### config.mk
export PLATFORM = sky130hd
export DESIGN_NAME = uvc_payload_deframer
export DESIGN_NICKNAME = d
export VERILOG_FILES = /design/src/design/uvd_pkg.sv /design/src/design/uvd_parser.sv /design/src/design/uvd_out_fifo.sv /design/src/design/uvc_payload_deframer.sv
export SDC_FILE = /design/constraint.sdc
export NUM_CORES = 1
export LEC_CHECK = 0
export BUFFER_PORTS_ARGS = -buffer_cell sky130_fd_sc_hd__buf_2
export CAP_MARGIN = 20
export CELL_PAD_IN_SITES_DETAIL_PLACEMENT = 0
export CELL_PAD_IN_SITES_GLOBAL_PLACEMENT = 1
export CORE_MARGIN = 8
export CORE_UTILIZATION = 44
export CTS_CLUSTER_DIAMETER = 80
export DETAILED_ROUTE_END_ITERATION = 7
export PLACE_DENSITY_LB_ADDON = 0.12
export SYNTH_ARGS = -nofsm -noshare
export SYNTH_HDL_FRONTEND = slang
export SYNTH_SLANG_ARGS = --single-unit
### constraint.sdc
create_clock -name clk -period 7 [get_ports clk]
set_input_delay 1.05 -clock clk [delete_from_list [all_inputs] [get_ports clk]]
set_output_delay 1.05 -clock clk [all_outputs]
set_load 0.03 [all_outputs]
### src/design/uvd_pkg.sv
// Shared types and constants for the UVC payload deframer.
// No dependencies; imported by every module of the block.
`timescale 1ns / 1ps
`default_nettype none
package uvd_pkg;

  localparam int FRAME_LENGTH_BITS    = 24;
  localparam int TRANSFER_LENGTH_BITS = 16;
  localparam int SUM_BITS = ((FRAME_LENGTH_BITS > TRANSFER_LENGTH_BITS) ?
                             FRAME_LENGTH_BITS : TRANSFER_LENGTH_BITS) + 1;
  localparam int CFG_INDEX_BITS = 8;

  localparam logic [CFG_INDEX_BITS-1:0] REG_MIN_FRAME_LENGTH = 0;
  localparam logic [CFG_INDEX_BITS-1:0] REG_MAX_FRAME_LENGTH = 1;

  localparam logic [1:0] KIND_DATA       = 2'd0;
  localparam logic [1:0] KIND_FRAME_END  = 2'd1;
  localparam logic [1:0] KIND_CLEAR_HALT = 2'd2;

  localparam logic       CMD_BYTE  = 1'b0;
  localparam logic       CMD_STALL = 1'b1;

  localparam logic [7:0] INFO_FID = 8'h01;
  localparam logic [7:0] INFO_EOF = 8'h02;
  localparam logic [7:0] INFO_ERR = 8'h40;

  localparam int FIFO_DEPTH    = 4;
  localparam int FIFO_PTR_BITS = $clog2(FIFO_DEPTH);
  localparam int FIFO_CNT_BITS = $clog2(FIFO_DEPTH + 1);

  typedef struct packed {
    logic                            cmd;
    logic [7:0]                      data_byte;
    logic                            first_byte;
    logic [TRANSFER_LENGTH_BITS-1:0] transfer_length;
  } item_t;

  typedef struct packed {
    logic [1:0]                   kind;
    logic [7:0]                   out_byte;
    logic [FRAME_LENGTH_BITS-1:0] frame_length;
    logic                         frame_good;
    logic                         last;
  } result_t;

  typedef struct packed {
    logic [FRAME_LENGTH_BITS-1:0] min_frame_length;
    logic [FRAME_LENGTH_BITS-1:0] max_frame_length;
  } cfg_t;

endpackage
`default_nettype wire

### src/design/uvd_parser.sv
// Payload header parser and frame tracker: state update and up to two results per beat.
// Depends on uvd_pkg.
`timescale 1ns / 1ps
`default_nettype none
module uvd_parser (
  input  wire logic            clk,
  input  wire logic            rst_n,
  input  wire logic            item_go,
  input  wire uvd_pkg::item_t  item,
  input  wire uvd_pkg::cfg_t   cfg,
  output logic [1:0]           push_cnt,
  output uvd_pkg::result_t     res0,
  output uvd_pkg::result_t     res1
);
  import uvd_pkg::*;

  logic                            fid_seen_r, fid_seen_nxt;
  logic                            cur_fid_r, cur_fid_nxt;
  logic [FRAME_LENGTH_BITS-1:0]    frame_size_r, frame_size_nxt;
  logic [TRANSFER_LENGTH_BITS-1:0] byte_pos_r, byte_pos_nxt;
  logic [7:0]                      hdr_len_r, hdr_len_nxt;
  logic                            pl_valid_r, pl_valid_nxt;
  logic                            pl_acc_r, pl_acc_nxt;
  logic                            pl_eof_r, pl_eof_nxt;

  always_comb begin
    logic [TRANSFER_LENGTH_BITS-1:0] pos;
    logic [TRANSFER_LENGTH_BITS-1:0] len;
    logic [TRANSFER_LENGTH_BITS-1:0] hdr_ext;
    logic [TRANSFER_LENGTH_BITS-1:0] dlen;
    logic [SUM_BITS-1:0]             fill;
    logic                            fid;
    logic                            close_req;
    result_t                         r [2];
    logic [1:0]                      n;

    fid_seen_nxt   = fid_seen_r;
    cur_fid_nxt    = cur_fid_r;
    frame_size_nxt = frame_size_r;
    byte_pos_nxt   = byte_pos_r;
    hdr_len_nxt    = hdr_len_r;
    pl_valid_nxt   = pl_valid_r;
    pl_acc_nxt     = pl_acc_r;
    pl_eof_nxt     = pl_eof_r;
    len     = item.transfer_length;
    hdr_ext = TRANSFER_LENGTH_BITS'(hdr_len_r);
    dlen    = len - hdr_ext;
    fid     = |(item.data_byte & INFO_FID);
    pos     = '0;
    fill    = '0;
    close_req = 1'b0;
    n       = 2'd0;
    r[0]    = '0;
    r[1]    = '0;

    if (item_go) begin
      if (item.cmd == CMD_STALL) begin
        byte_pos_nxt = '0;
        pl_valid_nxt = 1'b0;
        pl_acc_nxt   = 1'b0;
        pl_eof_nxt   = 1'b0;
        r[0].kind    = KIND_CLEAR_HALT;
        n            = 2'd1;
      end else if (item.first_byte || (byte_pos_r != '0)) begin
        if (item.first_byte) begin
          pos          = '0;
          pl_valid_nxt = 1'b0;
          pl_acc_nxt   = 1'b0;
          pl_eof_nxt   = 1'b0;
        end else begin
          pos = byte_pos_r;
        end
        byte_pos_nxt = (pos != '1) ? pos + 1'b1 : pos;

        if (pos == '0) begin
          hdr_len_nxt = item.data_byte;
        end else if (pos == TRANSFER_LENGTH_BITS'(1)) begin
          if ((len >= TRANSFER_LENGTH_BITS'(2)) && (hdr_len_r >= 8'd2) &&
              (hdr_ext <= len) && ((item.data_byte & INFO_ERR) == 8'd0)) begin
            pl_valid_nxt = 1'b1;
            pl_eof_nxt   = |(item.data_byte & INFO_EOF);
            // A frame-id toggle closes the running frame before this payload counts.
            if (fid_seen_r && (fid != cur_fid_r)) begin
              if (frame_size_nxt != '0) begin
                r[0].kind         = KIND_FRAME_END;
                r[0].frame_length = frame_size_nxt;
                r[0].frame_good   = frame_size_nxt >= cfg.min_frame_length;
                n                 = 2'd1;
              end
              frame_size_nxt = '0;
            end
            cur_fid_nxt  = fid;
            fid_seen_nxt = 1'b1;
            fill = SUM_BITS'(frame_size_nxt) + SUM_BITS'(dlen);
            pl_acc_nxt = (dlen != '0) && (fill <= SUM_BITS'(cfg.max_frame_length));
            // Header-only transfer with end of frame closes right away.
            close_req = (len == TRANSFER_LENGTH_BITS'(2)) && pl_eof_nxt;
          end
        end else if (pl_valid_nxt && (pos < len)) begin
          if (pl_acc_nxt && (pos >= hdr_ext)) begin
            r[0].kind      = KIND_DATA;
            r[0].out_byte  = item.data_byte;
            n              = 2'd1;
            frame_size_nxt = frame_size_nxt + 1'b1;
          end
          close_req = (pos == len - 1'b1) && pl_eof_nxt;
        end

        if (close_req) begin
          if (frame_size_nxt != '0) begin
            r[n[0]].kind         = KIND_FRAME_END;
            r[n[0]].out_byte     = '0;
            r[n[0]].frame_length = frame_size_nxt;
            r[n[0]].frame_good   = frame_size_nxt >= cfg.min_frame_length;
            n = n + 2'd1;
          end
          frame_size_nxt = '0;
        end
      end
    end

    if (n == 2'd1) begin
      r[0].last = 1'b1;
    end else if (n == 2'd2) begin
      r[1].last = 1'b1;
    end
    push_cnt = n;
    res0     = r[0];
    res1     = r[1];
  end

  always_ff @(posedge clk) begin
    if (!rst_n) begin
      fid_seen_r   <= 1'b0;
      cur_fid_r    <= 1'b0;
      frame_size_r <= '0;
      byte_pos_r   <= '0;
      hdr_len_r    <= '0;
      pl_valid_r   <= 1'b0;
      pl_acc_r     <= 1'b0;
      pl_eof_r     <= 1'b0;
    end else begin
      fid_seen_r   <= fid_seen_nxt;
      cur_fid_r    <= cur_fid_nxt;
      frame_size_r <= frame_size_nxt;
      byte_pos_r   <= byte_pos_nxt;
      hdr_len_r    <= hdr_len_nxt;
      pl_valid_r   <= pl_valid_nxt;
      pl_acc_r     <= pl_acc_nxt;
      pl_eof_r     <= pl_eof_nxt;
    end
  end

endmodule
`default_nettype wire

### src/design/uvd_out_fifo.sv
// Small result queue taking up to two results per cycle and giving one unless stalled.
// Depends on uvd_pkg.
`timescale 1ns / 1ps
`default_nettype none
module uvd_out_fifo (
  input  wire logic             clk,
  input  wire logic             rst_n,
  input  wire logic [1:0]       push_cnt,
  input  wire uvd_pkg::result_t push0,
  input  wire uvd_pkg::result_t push1,
  output logic                  room,
  output logic                  out_valid,
  input  wire logic             out_stall,
  output uvd_pkg::result_t      out_res
);
  import uvd_pkg::*;

  result_t                  mem_r [FIFO_DEPTH];
  logic [FIFO_PTR_BITS-1:0] wr_ptr_r, wr_ptr_nxt;
  logic [FIFO_PTR_BITS-1:0] rd_ptr_r, rd_ptr_nxt;
  logic [FIFO_CNT_BITS-1:0] cnt_r, cnt_nxt;
  logic                     pop;

  assign out_valid = (cnt_r != '0);
  assign out_res   = mem_r[rd_ptr_r];
  assign pop       = out_valid && !out_stall;
  // Room is judged without the pop of this cycle so it never depends on out_stall.
  assign room      = (cnt_r <= FIFO_CNT_BITS'(FIFO_DEPTH - 2));

  always_comb begin
    wr_ptr_nxt = wr_ptr_r + FIFO_PTR_BITS'(push_cnt);
    rd_ptr_nxt = rd_ptr_r + FIFO_PTR_BITS'(pop);
    cnt_nxt    = cnt_r + FIFO_CNT_BITS'(push_cnt) - FIFO_CNT_BITS'(pop);
  end

  always_ff @(posedge clk) begin
    if (push_cnt != 2'd0) begin
      mem_r[wr_ptr_r] <= push0;
    end
    if (push_cnt == 2'd2) begin
      mem_r[wr_ptr_r + 1'b1] <= push1;
    end
  end

  always_ff @(posedge clk) begin
    if (!rst_n) begin
      wr_ptr_r <= '0;
      rd_ptr_r <= '0;
      cnt_r    <= '0;
    end else begin
      wr_ptr_r <= wr_ptr_nxt;
      rd_ptr_r <= rd_ptr_nxt;
      cnt_r    <= cnt_nxt;
    end
  end

endmodule
`default_nettype wire

### src/design/uvc_payload_deframer.sv
// A beat is registered in item_r, parsed once the result queue has room, and its
// results are written into that queue, whose head drives out_valid and the outputs.
// Throughput: one input beat per cycle; the parser emits at most two results per beat
// into a four-entry result queue, and input stalls only when that queue lacks two free slots.
// Reset: synchronous active-low rst_n clears all frame and transfer state, empties the
// queue, and sets min_frame_length to 0 and max_frame_length to all ones.
`timescale 1ns / 1ps
`default_nettype none
module uvc_payload_deframer (
  input  wire logic                                      clk,
  input  wire logic                                      rst_n,
  input  wire logic                                      in_valid,
  output logic                                           in_stall,
  input  wire logic                                      in_cmd,
  input  wire logic [7:0]                                in_data_byte,
  input  wire logic                                      in_first_byte,
  input  wire logic [uvd_pkg::TRANSFER_LENGTH_BITS-1:0]  in_transfer_length,
  output logic                                           out_valid,
  input  wire logic                                      out_stall,
  output logic [1:0]                                     out_kind,
  output logic [7:0]                                     out_out_byte,
  output logic [uvd_pkg::FRAME_LENGTH_BITS-1:0]          out_frame_length,
  output logic                                           out_frame_good,
  output logic                                           out_last,
  input  wire logic                                      cfg_valid,
  output logic                                           cfg_ready,
  input  wire logic [uvd_pkg::CFG_INDEX_BITS-1:0]        cfg_index,
  input  wire logic [uvd_pkg::FRAME_LENGTH_BITS-1:0]     cfg_data
);
  import uvd_pkg::*;

  cfg_t    cfg_r;
  item_t   item_r;
  logic    in_vld_r;
  logic    room;
  logic    go;
  logic    in_acc;
  logic [1:0] push_cnt;
  result_t res0, res1, out_res;

  assign cfg_ready = 1'b1;
  assign go        = in_vld_r && room;
  assign in_stall  = in_vld_r && !room;
  assign in_acc    = in_valid && !in_stall;

  always_ff @(posedge clk) begin
    if (!rst_n) begin
      cfg_r.min_frame_length <= '0;
      cfg_r.max_frame_length <= '1;
    end else if (cfg_valid && cfg_ready) begin
      unique case (cfg_index)
        REG_MIN_FRAME_LENGTH: cfg_r.min_frame_length <= cfg_data;
        REG_MAX_FRAME_LENGTH: cfg_r.max_frame_length <= cfg_data;
        default: ;
      endcase
    end
  end

  always_ff @(posedge clk) begin
    if (!rst_n) begin
      in_vld_r <= 1'b0;
    end else if (in_acc) begin
      in_vld_r <= 1'b1;
    end else if (go) begin
      in_vld_r <= 1'b0;
    end
  end

  always_ff @(posedge clk) begin
    if (in_acc) begin
      item_r.cmd             <= in_cmd;
      item_r.data_byte       <= in_data_byte;
      item_r.first_byte      <= in_first_byte;
      item_r.transfer_length <= in_transfer_length;
    end
  end

  uvd_parser u_parser (
    .clk      (clk),
    .rst_n    (rst_n),
    .item_go  (go),
    .item     (item_r),
    .cfg      (cfg_r),
    .push_cnt (push_cnt),
    .res0     (res0),
    .res1     (res1)
  );

  uvd_out_fifo u_out_fifo (
    .clk       (clk),
    .rst_n     (rst_n),
    .push_cnt  (push_cnt),
    .push0     (res0),
    .push1     (res1),
    .room      (room),
    .out_valid (out_valid),
    .out_stall (out_stall),
    .out_res   (out_res)
  );

  assign out_kind         = out_res.kind;
  assign out_out_byte     = out_res.out_byte;
  assign out_frame_length = out_res.frame_length;
  assign out_frame_good   = out_res.frame_good;
  assign out_last         = out_res.last;

endmodule
`default_nettype wire

# Word level (Yosys, flattened, before mapping)

Memory sizes are Yosys's and may differ from the RTL's. A register that Yosys moved wholly into a read port is not among the register bits.
Cells that the tools add are included.
Widths: inputs -> output; s select.

Bits in registers: 135
RAM bits: 144
Input port bits: 63
Output and inout port bits: 39
Word-level logic and storage cells: 199
Memories: 1

Add/subtract/negate cells: 11
$lt $le $gt $ge: 11
Equality and inequality tests: 8
Multiplexer cells: 112
Bitwise logic cells: 3
Reduce and logical (&&, ||, !) cells: 35

Memories:

| name             | words | width | read ports | clocked after Yosys merged registers in | wr ports | RTL line           | text |
|---|---|---|---|---|---|---|---|
| u_out_fifo.mem_r | 4     | 36    | 1          | 1                                       | 2        | uvd_out_fifo.sv:18 | `result_t mem_r [FIFO_DEPTH];` |

Operators by type and width:

| operator              | number |
|---|---|
| $mux 24               | 16 |
| $bwmux 72             | 4 |
| $mux 72               | 4 |
| $demux 36 s1          | 4 |
| $mux 35               | 4 |
| $mux 16               | 7 |
| $mux 25               | 4 |
| $mux 70               | 1 |
| $ge 24x24->1          | 2 |
| $reduce_bool 24->1    | 2 |
| $mux 1                | 46 |
| $mux 36               | 1 |
| $mux 34               | 1 |
| $mux 2                | 16 |
| $reduce_bool 16->1    | 2 |
| $mux 26               | 1 |
| $add 24x16->25        | 1 |
| $le 25x24->1          | 1 |
| $add 24x1->24 const B | 1 |
| $add 16x1->16 const B | 1 |
| $eq 16x1->1 const B   | 1 |
| $eq 16x16->1          | 1 |
| $eq 16x2->1 const B   | 1 |
| $ge 16x2->1 const B   | 1 |
| other kinds (34)      | 57 |

# Depth between registers and ports, before layout

Gate-level depths: netlist of the first run.

Word-level depth: 30
Gate-level depth with buffers: 31
Depth with buffers taken out: 31

# By module

Synthesis of the first run repeated with hierarchy kept, for this count alone.

Cells, all modules: 1886
Area total of the unflattened synthesis: 19222.2 sq um

By module, submodules not included:

| module               | instances | cells each | area each (sq um) | sequential area each (sq um) |
|---|---|---|---|---|
| uvd_parser           | 1         | 1245       | 8812.2            | 1061.0 |
| uvd_out_fifo         | 1         | 396        | 7473.4            | 4464.3 |
| uvc_payload_deframer | 1         | 245        | 2936.6            | 1761.7 |

# Worst setup path after synthesis of the first run

No wires, ideal clock.

Path kind: register -> register
Start: register item_r[16] in the netlist's numbering
End: memory u_out_fifo.mem_r[1][0] in the netlist's numbering (enable)
Setup time: 0.441 ns
Arrival time: 6.471 ns
Required time: 6.559 ns
Path slack: 0.088 ns
Stages on the path, launching flop included: 25
Buffers on the path: 4
Clock period less this slack: 6.912 ns
Cell sequence: edfxtp_1 buf_2 inv_1 nand2_1 ha_1 nand2b_1 a211oi_1 o21ai_0 a32oi_2 nor3_2 buf_2 a221o_1 or4_1 nor2_2 and2_1 buf_4 buf_6 inv_1 ha_1 a21oi_1 a21oi_1 o21ai_0 inv_1 nand2_1 a21oi_1

RTL lines:

| element            | RTL line                   | text |
|---|---|---|
| start: declaration | uvc_payload_deframer.sv:33 | `item_t item_r;` |
| end: declaration   | uvd_out_fifo.sv:18         |  |

==> out/results.txt, run 1 <==
outcome - finished, final reports clean
num rows - 74
fmax - 156 MHz
Netlist Area Pre-Place - 17900 um^2
CP Max Fanout - 14
fill count - 3721
Sequential Area - 7290 um^2
die area - 47400 um^2
Setup TNS - 0 ns
Avg Inst Size Synth - 9.77 um^2
worst skew pair latency - 0.55 ns
Slew HR - 27.6%
EDFF count, synth - 170
largest cells by area after synthesis - edfxtp_1, dfxtp_1, ha_1, mux4_2, nand2_1
drt first-iter violations - 1337
actual slew at the worst max-slew pin - 1.09 ns
Ys Warns - 0
syn nets - 2029
post-CTS setup buffers - 0
leading area contributor after synthesis - edfxtp_1
min cycle time layout - 6.42 ns
Initial Util - 44.2%
Inserted Clock Buffers - 34
CTS tree - built
count leader, synth - nand2_1
Top Ports - 102
Tcrit/Tclk final - 91.7%
register bit total from synthesis - 279
top cell type's share of synthesized area - 28.5%
Die Width - 218 um
async set or reset register ratio after synthesis - 0%
CTS resizes - 0
port buffer count - 100
register area share after synthesis - 40.7%
post-route ant nets - 0
Worst Skew - 0.0241 ns
total design power - 4.42 mW
post-DR wirelength/cell - 21.5 um
Clock Sinks - 279
CTS clk-pin slew, worst paths - 0.06 ns
CP Data Required Time - 7.26 ns
hold_buf cts - 0
RD Place Congestion - 0.888
Commonest cells post-synth - nand2_1, edfxtp_1, ha_1
GR Overflow Total - 0
Main synth FF type - edfxtp_1
vias in the first global route - 14000
Gate Count Post-Synth - 1831
CP arrival - 6.68 ns
Root Driver - clkbuf_16
Hold Crit Class - flop to flop
detailed-route wire length - 53200 um
initial antenna violation count - 1
max_cap viols - 0
Core Footprint - 40500 um^2
Yosys cell types - 96
area occupied by multi-input gates - 9820 um^2
largest net degree at the start of global routing - 61
share of cells above drive strength 1 - 15.9%
vias per cell - 5.79
Final nets - 2115
first-pass GRT wire length - 83100 um
setup slack after placement - 0.438 ns
Vias - 14300
fin. max-slew vios - 0
DR DRC count - 0
Setup WS post-layout - 0.582 ns
maximum buffer depth of the clock tree - 3
die span in y - 218 um
drt first pass iters - 5
RSZ-0062 raised after global routing - false
static leakage - 7.80 nW
CP Class - flop to flop
Setup Viol. Count Final - 0
maximum vdd ir drop - 0.000175 V
Area Growth Syn to Fin - 13.5%
antenna cell count - 0
Pwr per Cell Area - 217 nW/um^2
post-DP HPWL - 40200 um
H-Tree Depth - 2
gr usage total - 22.3%
Worst setup SP type - flop
crit end category - flop
Final Hold Fails - 0
==> worst max-delay path: stages (launching register included) <==
cell       delay (ns)
edfxtp_1         0.64
inv_1            0.18
nand2_1          0.19
inv_1            0.08
ha_1             0.30
a21o_1           0.18
a21o_1           0.17
a221oi_2         0.23
o21ai_2          0.18
nor3_2           0.47
buf_4            0.23
o21ai_0          0.11
a21oi_1          0.42
ha_1             0.31
nand2b_1         0.15
a21o_1           0.17
a21o_1           0.17
a21o_1           0.17
a21o_1           0.17
a21o_1           0.17
a211oi_1         0.39
nor3_1           0.10
a2111oi_0        0.41
o211ai_1         0.15
nand2_1          0.26
o22ai_1          0.12
==> metrics by stage <==
stage               hold slack (ns)  std cells  util [%]  instance area [um^2]
finish                        0.486       2475      50.2                 20300
floorplan                     0.451       1831         -                 17900
global route                  0.514       2475      50.2                 20300
detailed placement            0.474       2413      47.4                 19200
CTS                           0.488       2475      50.2                 20300
global placement              0.463       2413      47.4                 19200
==> cell usage in the layout (no fill, tap or decap), drive strengths merged, types with 14 or more instances in the layout <==
master / netlist / routed
inv: 116 / 118
o211ai: 33 / 33
and2: 27 / 27
nand3: 54 / 54
and3: 14 / 14
xnor2: 51 / 51
o2bb2ai: 30 / 30
nor3: 35 / 35
a21boi: 38 / 38
clkbuf: 77 / 45
nand4: 32 / 32
nor4: 26 / 26
o22ai: 17 / 17
a21oi: 40 / 40
o21a: 20 / 20
nor2: 126 / 126
ha: 132 / 132
a31oi: 16 / 16
a21o: 31 / 31
edfxtp: 170 / 170
o21ai: 94 / 94
buf: 28 / 155
mux4: 36 / 36
nand2: 200 / 200
mux2i: 38 / 38
a22oi: 15 / 15
dfxtp: 109 / 109
nor2b: 72 / 72
==> final cells by class <==
cell class                      count  share of cell area, %
Sequential cell                   279                   35.9
Inverter                          117                   2.16
Multi-Input combinational cell   1330                   48.3
Clock inverter                     17                   1.02
Tap cell                          532                   3.28
Timing Repair Buffer              155                   4.74
Clock buffer                       45                   4.60
==> layer usage <==
layer	wire length [um]	GRT usage, %
met1	24800	31.5
met2	23800	34.3
met3	3160	3.83
met4	1510	6.97
met5	0	0
==> kinds of logic (layout without fill, tap and decap cells) <==
kind of cell | after synthesis | count (layout) | share of synthesized area [%]
muxes | 82 | 82 | 7.16
adders and majority gates | 135 | 135 | 9.57
and+or+nand+nor | 643 | 643 | 18.5
xor gates and xnor gates | 64 | 64 | 3.13
other | 1 | 1 | 0.0210
DFF | 279 | 279 | 40.7
AOI/OAI and AO/OA | 405 | 405 | 16.1
buffers and inverters | 222 | 334 | 4.87
==> power by group <==
part,leakage (nW),total (mW),switching (mW),internal (mW)
clock network,0.552,1.79,0.721,1.07
logic,4.82,0.809,0.493,0.315
registers,2.43,1.82,0.0413,1.78
total,7.80,4.42,1.26,3.16
==> state kept, by name, indices dropped and copies added (netlist names) <==
name	cells
u_parser.fid_seen_r	1
cfg_r	48
u_out_fifo.wr_ptr_r	2
u_parser.byte_pos_r	16
u_parser.pl_acc_r	1
u_parser.frame_size_r	24
u_out_fifo.rd_ptr_r	2
u_parser.pl_eof_r	1
u_parser.cur_fid_r	1
in_vld_r	1
u_out_fifo.cnt_r	3
u_out_fifo.mem_r	144
u_parser.pl_valid_r	1
u_parser.hdr_len_r	8
item_r	26
==> path summary, 6_finish.rpt <==
| check | from | end | slack (ns) | cells past startpoint |
|---|---|---|---|---|
| hold reg to reg | u_parser.fid_seen_r | u_parser.fid_seen_r | 0.49 | 1 |
| hold / removal | u_parser.fid_seen_r | u_parser.fid_seen_r | 0.49 | 1 |
| setup reg to reg | item_r[16] | u_out_fifo.mem_r[3][1] | 0.58 | 25 |
| setup / recovery | item_r[16] | u_out_fifo.mem_r[3][1] | 0.58 | 25 |
Note: power is estimated with default switching activity, not from simulation.
==> run 2: changes to the inputs <==
--- a/config.mk
+++ b/config.mk
@@ -5,6 +5,7 @@
 export SDC_FILE = /design/constraint.sdc
 export NUM_CORES = 1
 export LEC_CHECK = 0
+export ABC_CLOCK_PERIOD_IN_PS = 7000
 export BUFFER_PORTS_ARGS = -buffer_cell sky130_fd_sc_hd__buf_2
 export CAP_MARGIN = 20
 export CELL_PAD_IN_SITES_DETAIL_PLACEMENT = 0
@@ -13,6 +14,7 @@
 export CORE_UTILIZATION = 44
 export CTS_CLUSTER_DIAMETER = 80
 export DETAILED_ROUTE_END_ITERATION = 7
+export MAX_ROUTING_LAYER = met4
 export PLACE_DENSITY_LB_ADDON = 0.12
 export SYNTH_ARGS = -nofsm -noshare
 export SYNTH_HDL_FRONTEND = slang
==> run 2 against run 1 <==
Wire length grew 0.26%; setup slack got worse by 0.029 ns; sequential power is essentially flat; first-iteration DRC count down 9.6%; clock skew fell by 0.0092 ns; via count is 0.17% higher; cell count hardly changed; largest power group is now clock.
==> out/results.txt, run 2 (same netlist as run 1, synthesis figures left out) <==
post-DP HPWL - 39700 um
Die Width - 218 um
worst reg2reg path depth - 22
R2R Setup Slk - 0.55 ns
detailed-route wire length - 53400 um
total design power - 4.46 mW
Vias - 14400
port buffer count - 100
die span in y - 218 um
CP Class - flop to flop
GR Overflow Total - 0
share of cells above drive strength 1 - 15.9%
worst skew pair latency - 0.55 ns
hold_buf cts - 0
CTS clk-pin slew, worst paths - 0.06 ns
num rows - 74
Root Driver - clkbuf_16
slowest stage delay, CP - 0.67 ns
CTS tree - built
CP Buf/Inv Count - 4
Hold Crit Class - flop to flop
CP Max Fanout - 36
most common cell after layout, fill and taps aside - nand2_1
largest registers - u_out_fifo.mem_r (144), cfg_r (48), item_r (26)
R2R Path End - u_out_fifo.mem_r[0][17]
Setup Viol. Count Final - 0
vias per cell - 5.81
commonest cells after routing, fill and taps aside - nand2_1, edfxtp_1, ha_1
actual slew at the worst max-slew pin - 1.01 ns
cell count along the critical path - 22
die area - 47400 um^2
critical path's slowest cell - nor4_1
RD Place Congestion - 0.931
number of flip-flops in the largest register - 144
Final Hold Fails - 0
crit end category - flop
Top Ports - 102
critical path, cell by cell - buf_4, nor2b_1, ha_1, nand4_1, a21oi_1, nor3_1, o21ai_2, nor4_1, a21oi_1, a221o_1, or4_1, nor2_2, and2_1, inv_1, ha_1, nand2_1, a21o_1, nand2_2, nor3_4, buf_4, a31o_2, buf_12
maximum buffer depth of the clock tree - 3
post-DR wirelength/cell - 21.6 um
Worst setup SP type - flop
Initial Util - 44.2%
Setup TNS - 0 ns
Final nets - 2113
maximum vdd ir drop - 0.000176 V
Core Footprint - 40500 um^2
Clock Sinks - 279
static leakage - 7.81 nW
RSZ-0062 raised after global routing - false
origin of the critical flop-to-flop path - item_r[16]
CP arrival - 6.67 ns
Slew HR - 32.7%
max_cap viols - 0
initial antenna violation count - 0
hold path depth - 2
Tcrit/Tclk final - 92.1%
DR DRC count - 0
drt first pass iters - 5
vias in the first global route - 14100
crit path to - u_out_fifo.mem_r[0][17]
min cycle time layout - 6.45 ns
Pwr per Cell Area - 220 nW/um^2
most flop-heavy register - u_out_fifo.mem_r
Area Growth Syn to Fin - 13.6%
drt first-iter violations - 1209
H-Tree Depth - 2
family with the most delay on the worst path - simple AND/OR/NAND/NOR gates
post-route ant nets - 0
outcome - finished, final reports clean
CP Data Required Time - 7.23 ns
post-CTS setup buffers - 0
fmax - 155 MHz
CTS resizes - 0
first-pass GRT wire length - 83200 um
Worst Skew - 0.0148 ns
fin. max-slew vios - 0
largest net degree at the start of global routing - 62
Inserted Clock Buffers - 34
antenna cell count - 0
Crit. Startpoint - item_r[16]
gr usage total - 22.9%
==> run 2: final cells by class <==
class	instances	area (um^2)
Tap cell	532	666
Inverter	117	439
Timing Repair Buffer	153	948
Clock buffer	46	947
Fill cell	3739	20100
Multi-Input combinational cell	1330	9820
Clock inverter	16	216
Sequential cell	279	7290
==> run 2: tightest hold or removal path, cell delays in order (launching register included) <==
cell and delay [ns]:
dfxtp_1 0.31, nand2_1 0.05, a21boi_0 0.06
==> run 2: metal layers <==
metal | part of all wire (%) | track usage, % | vias up
met4 | 2.0 | 5.73 | 0
met3 | 5.8 | 3.23 | 76
met1 | 47 | 31.5 | 6909
met5 | 0 | - | -
li1 | - | - | 6903
met2 | 45 | 35.4 | 470
==> run 2: how the worst min path moves through the flow <==
stage,endpoint,slack [ns],from
floorplan,u_parser.hdr_len_r[7],0.45,u_parser.hdr_len_r[7]
global placement,u_parser.fid_seen_r,0.46,u_parser.fid_seen_r
detailed placement,u_parser.fid_seen_r,0.48,u_parser.fid_seen_r
CTS,u_parser.hdr_len_r[7],0.49,u_parser.hdr_len_r[7]
global route,u_parser.hdr_len_r[6],0.52,u_parser.hdr_len_r[6]
finish,u_parser.hdr_len_r[7],0.48,u_parser.hdr_len_r[7]
==> run 2: stage by stage <==
stage / utilization, % / setup slack [ns] / instances / hold slack, ns / cell area (um^2)
final: 50.2 / 0.554 / 2473 / 0.481 / 20300
after global routing: 50.2 / 0.0585 / 2473 / 0.517 / 20300
after CTS: 50.2 / 0.346 / 2473 / 0.489 / 20300
after detailed placement: 47.3 / 0.376 / 2411 / 0.477 / 19100
after global placement: 47.3 / 0.420 / 2410 / 0.464 / 19100
after floorplan: - / 0.0878 / 1831 / 0.451 / 17900
==> run 2: where the power goes <==
part           switching (mW)  internal [mW]  total [mW]
Sequential             0.0388           1.78        1.82
Clock                   0.724           1.11        1.83
Combinational           0.494          0.316       0.811
==> run 3: changes to the inputs <==
--- a/config.mk
+++ b/config.mk
@@ -10,6 +10,7 @@
 export CAP_MARGIN = 20
 export CELL_PAD_IN_SITES_DETAIL_PLACEMENT = 0
 export CELL_PAD_IN_SITES_GLOBAL_PLACEMENT = 1
+export CORE_ASPECT_RATIO = 1.75
 export CORE_MARGIN = 8
 export CORE_UTILIZATION = 44
 export CTS_CLUSTER_DIAMETER = 80
==> run 3 against run 2 <==
Core utilization shrank 0.60 points; global-route usage up 0.60 points; sequential share of layout area up 0.43 points; register-to-register slack lost 0.07 ns; die area rose by 0.54%; largest power group is now sequential cells; highest routed layer unchanged.
==> out/results.txt, run 3 (same netlist as run 1, synthesis figures left out) <==
outcome - finished, final reports clean
Area Growth Syn to Fin - 12.2%
CP Data Required Time - 7.25 ns
Vias - 14300
Top Ports - 102
drt first pass iters - 7
drt first-iter violations - 911
most common cell after layout, fill and taps aside - nand2_1
critical path's slowest cell - nor3_2
Worst setup SP type - flop
Core Footprint - 40500 um^2
post-CTS setup buffers - 0
Final nets - 2118
Die Width - 168 um
fin. max-slew vios - 0
Pwr per Cell Area - 203 nW/um^2
CP Class - flop to flop
vias in the first global route - 14800
vias per cell - 5.87
Slew HR - 29.9%
maximum vdd ir drop - 0.000190 V
min cycle time layout - 6.52 ns
max_cap viols - 0
Setup Viol. Count Final - 0
antenna cell count - 0
first-pass GRT wire length - 85100 um
Initial Util - 44.2%
slowest stage delay, CP - 0.66 ns
Crit path top cell by count - a21o_1
most flop-heavy register - u_out_fifo.mem_r
num rows - 98
CTS tree - built
die area - 47600 um^2
post-route ant nets - 0
fmax - 153 MHz
static leakage - 7.72 nW
total design power - 4.08 mW
hold_buf cts - 0
H-Tree Depth - 1
commonest cells after routing, fill and taps aside - nand2_1, edfxtp_1, ha_1
CP arrival - 6.77 ns
Root Driver - clkbuf_16
post-DR wirelength/cell - 22.5 um
maximum buffer depth of the clock tree - 3
largest net degree at the start of global routing - 111
gr usage total - 23.5%
Hold Crit Class - flop to flop
post-DP HPWL - 41500 um
largest registers - u_out_fifo.mem_r (144), cfg_r (48), item_r (26)
port buffer count - 100
CP Max Fanout - 13
fill count - 3853
die span in y - 283 um
critical path, cell by cell - buf_4, nor2b_1, ha_1, nand4_1, a21oi_1, nor3_1, o21ai_2, nor3_2, o21ai_0, a21oi_1, buf_4, ha_1, nand2b_1, a21o_1, a21o_1, a21o_1, a21o_1, a21o_1, a211oi_1, nor3_1, a2111oi_0, o211ai_1, nand2_1, o22ai_1
Worst Skew - 0.0201 ns
CTS clk-pin slew, worst paths - 0.07 ns
RD Place Congestion - 0.983
detailed-route wire length - 55000 um
Tcrit/Tclk final - 93.1%
worst skew pair latency - 0.56 ns
share of cells above drive strength 1 - 16.0%
actual slew at the worst max-slew pin - 1.05 ns
Setup TNS - 0 ns
number of flip-flops in the largest register - 144
GR Overflow Total - 0
initial antenna violation count - 0
Inserted Clock Buffers - 27
Final Hold Fails - 0
DR DRC count - 0
RSZ-0062 raised after global routing - false
crit end category - flop
Clock Sinks - 279
-- run 3: cell types whose count changed in the layout (fill, tap and decap cells not counted), moves of 2 or more --
cell	previous run	this run
clkbuf_16	35	28
bufinv_16	4	1
clkbuf_8	3	1
buf_4	49	60
clkinv_4	2	0
clkbuf_1	8	5
clkinv_8	2	0
clkinvlp_4	0	3
-- run 3: final cells by class --
class	instances	area, um^2	area share (%)
clock inverters	15	124	0.617
inverters	117	439	2.19
multi-input cells	1330	9820	48.9
flip-flops and latches	279	7290	36.3
repair buffers	165	1050	5.23
clock buffers	34	733	3.65
well taps	500	626	3.12
-- run 3: routing by layer --
metal / part of all wire (%) / GRT usage [%] / routed length [um] / up-vias
met5: 0 / - / 0 / -
met4: 3.5 / 8.75 / 1910 / 0
met3: 4.2 / 2.17 / 2290 / 103
met2: 53 / 43.4 / 29100 / 392
met1: 39 / 26.0 / 21700 / 6923
li1: - / - / - / 6908
-- run 3: report_power, final --
part | internal, mW | switching [mW]
Combinational | 0.318 | 0.500
Sequential | 1.78 | 0.0396
Clock | 0.787 | 0.657
Total | 2.88 | 1.20
-- run 3: path summary, 6_finish.rpt --
path,depth (start not counted),to,slack [ns],startpoint
max,24,u_out_fifo.mem_r[0][1],0.48,item_r[16]
min,1,u_parser.fid_seen_r,0.49,u_parser.fid_seen_r
max reg2reg,24,u_out_fifo.mem_r[0][1],0.48,item_r[16]
min reg2reg,1,u_parser.fid_seen_r,0.49,u_parser.fid_seen_r
-- run 3: stage by stage --
step	worst slack (ns)	util (%)	hold WS, ns	std cells	cell area, um^2
finish	0.481	49.6	0.485	2440	20100
global placement	0.422	47.4	0.462	2390	19200
floorplan	0.0878	-	0.451	1831	17900
detailed placement	0.391	47.4	0.470	2390	19200
global route	0.0435	49.6	0.518	2440	20100
CTS	0.365	49.6	0.488	2439	20100
-- run 3: what timing repair did --
| item | in CTS | in global routing |
|---|---|---|
| gates resized for setup | 0 | 2 |
| endpoints found under the hold margin | 0 | 0 |
| setup endpoints to repair | 0 | 23 |
-- run 3: critical path: cells and delay by family (launching register included) --
kind            cells  cell delay [ns]
compound gates     13             2.79
buf+inv             2             0.43
fa+ha+maj           2             0.53
simple gates        7             1.90
flops               1             0.57
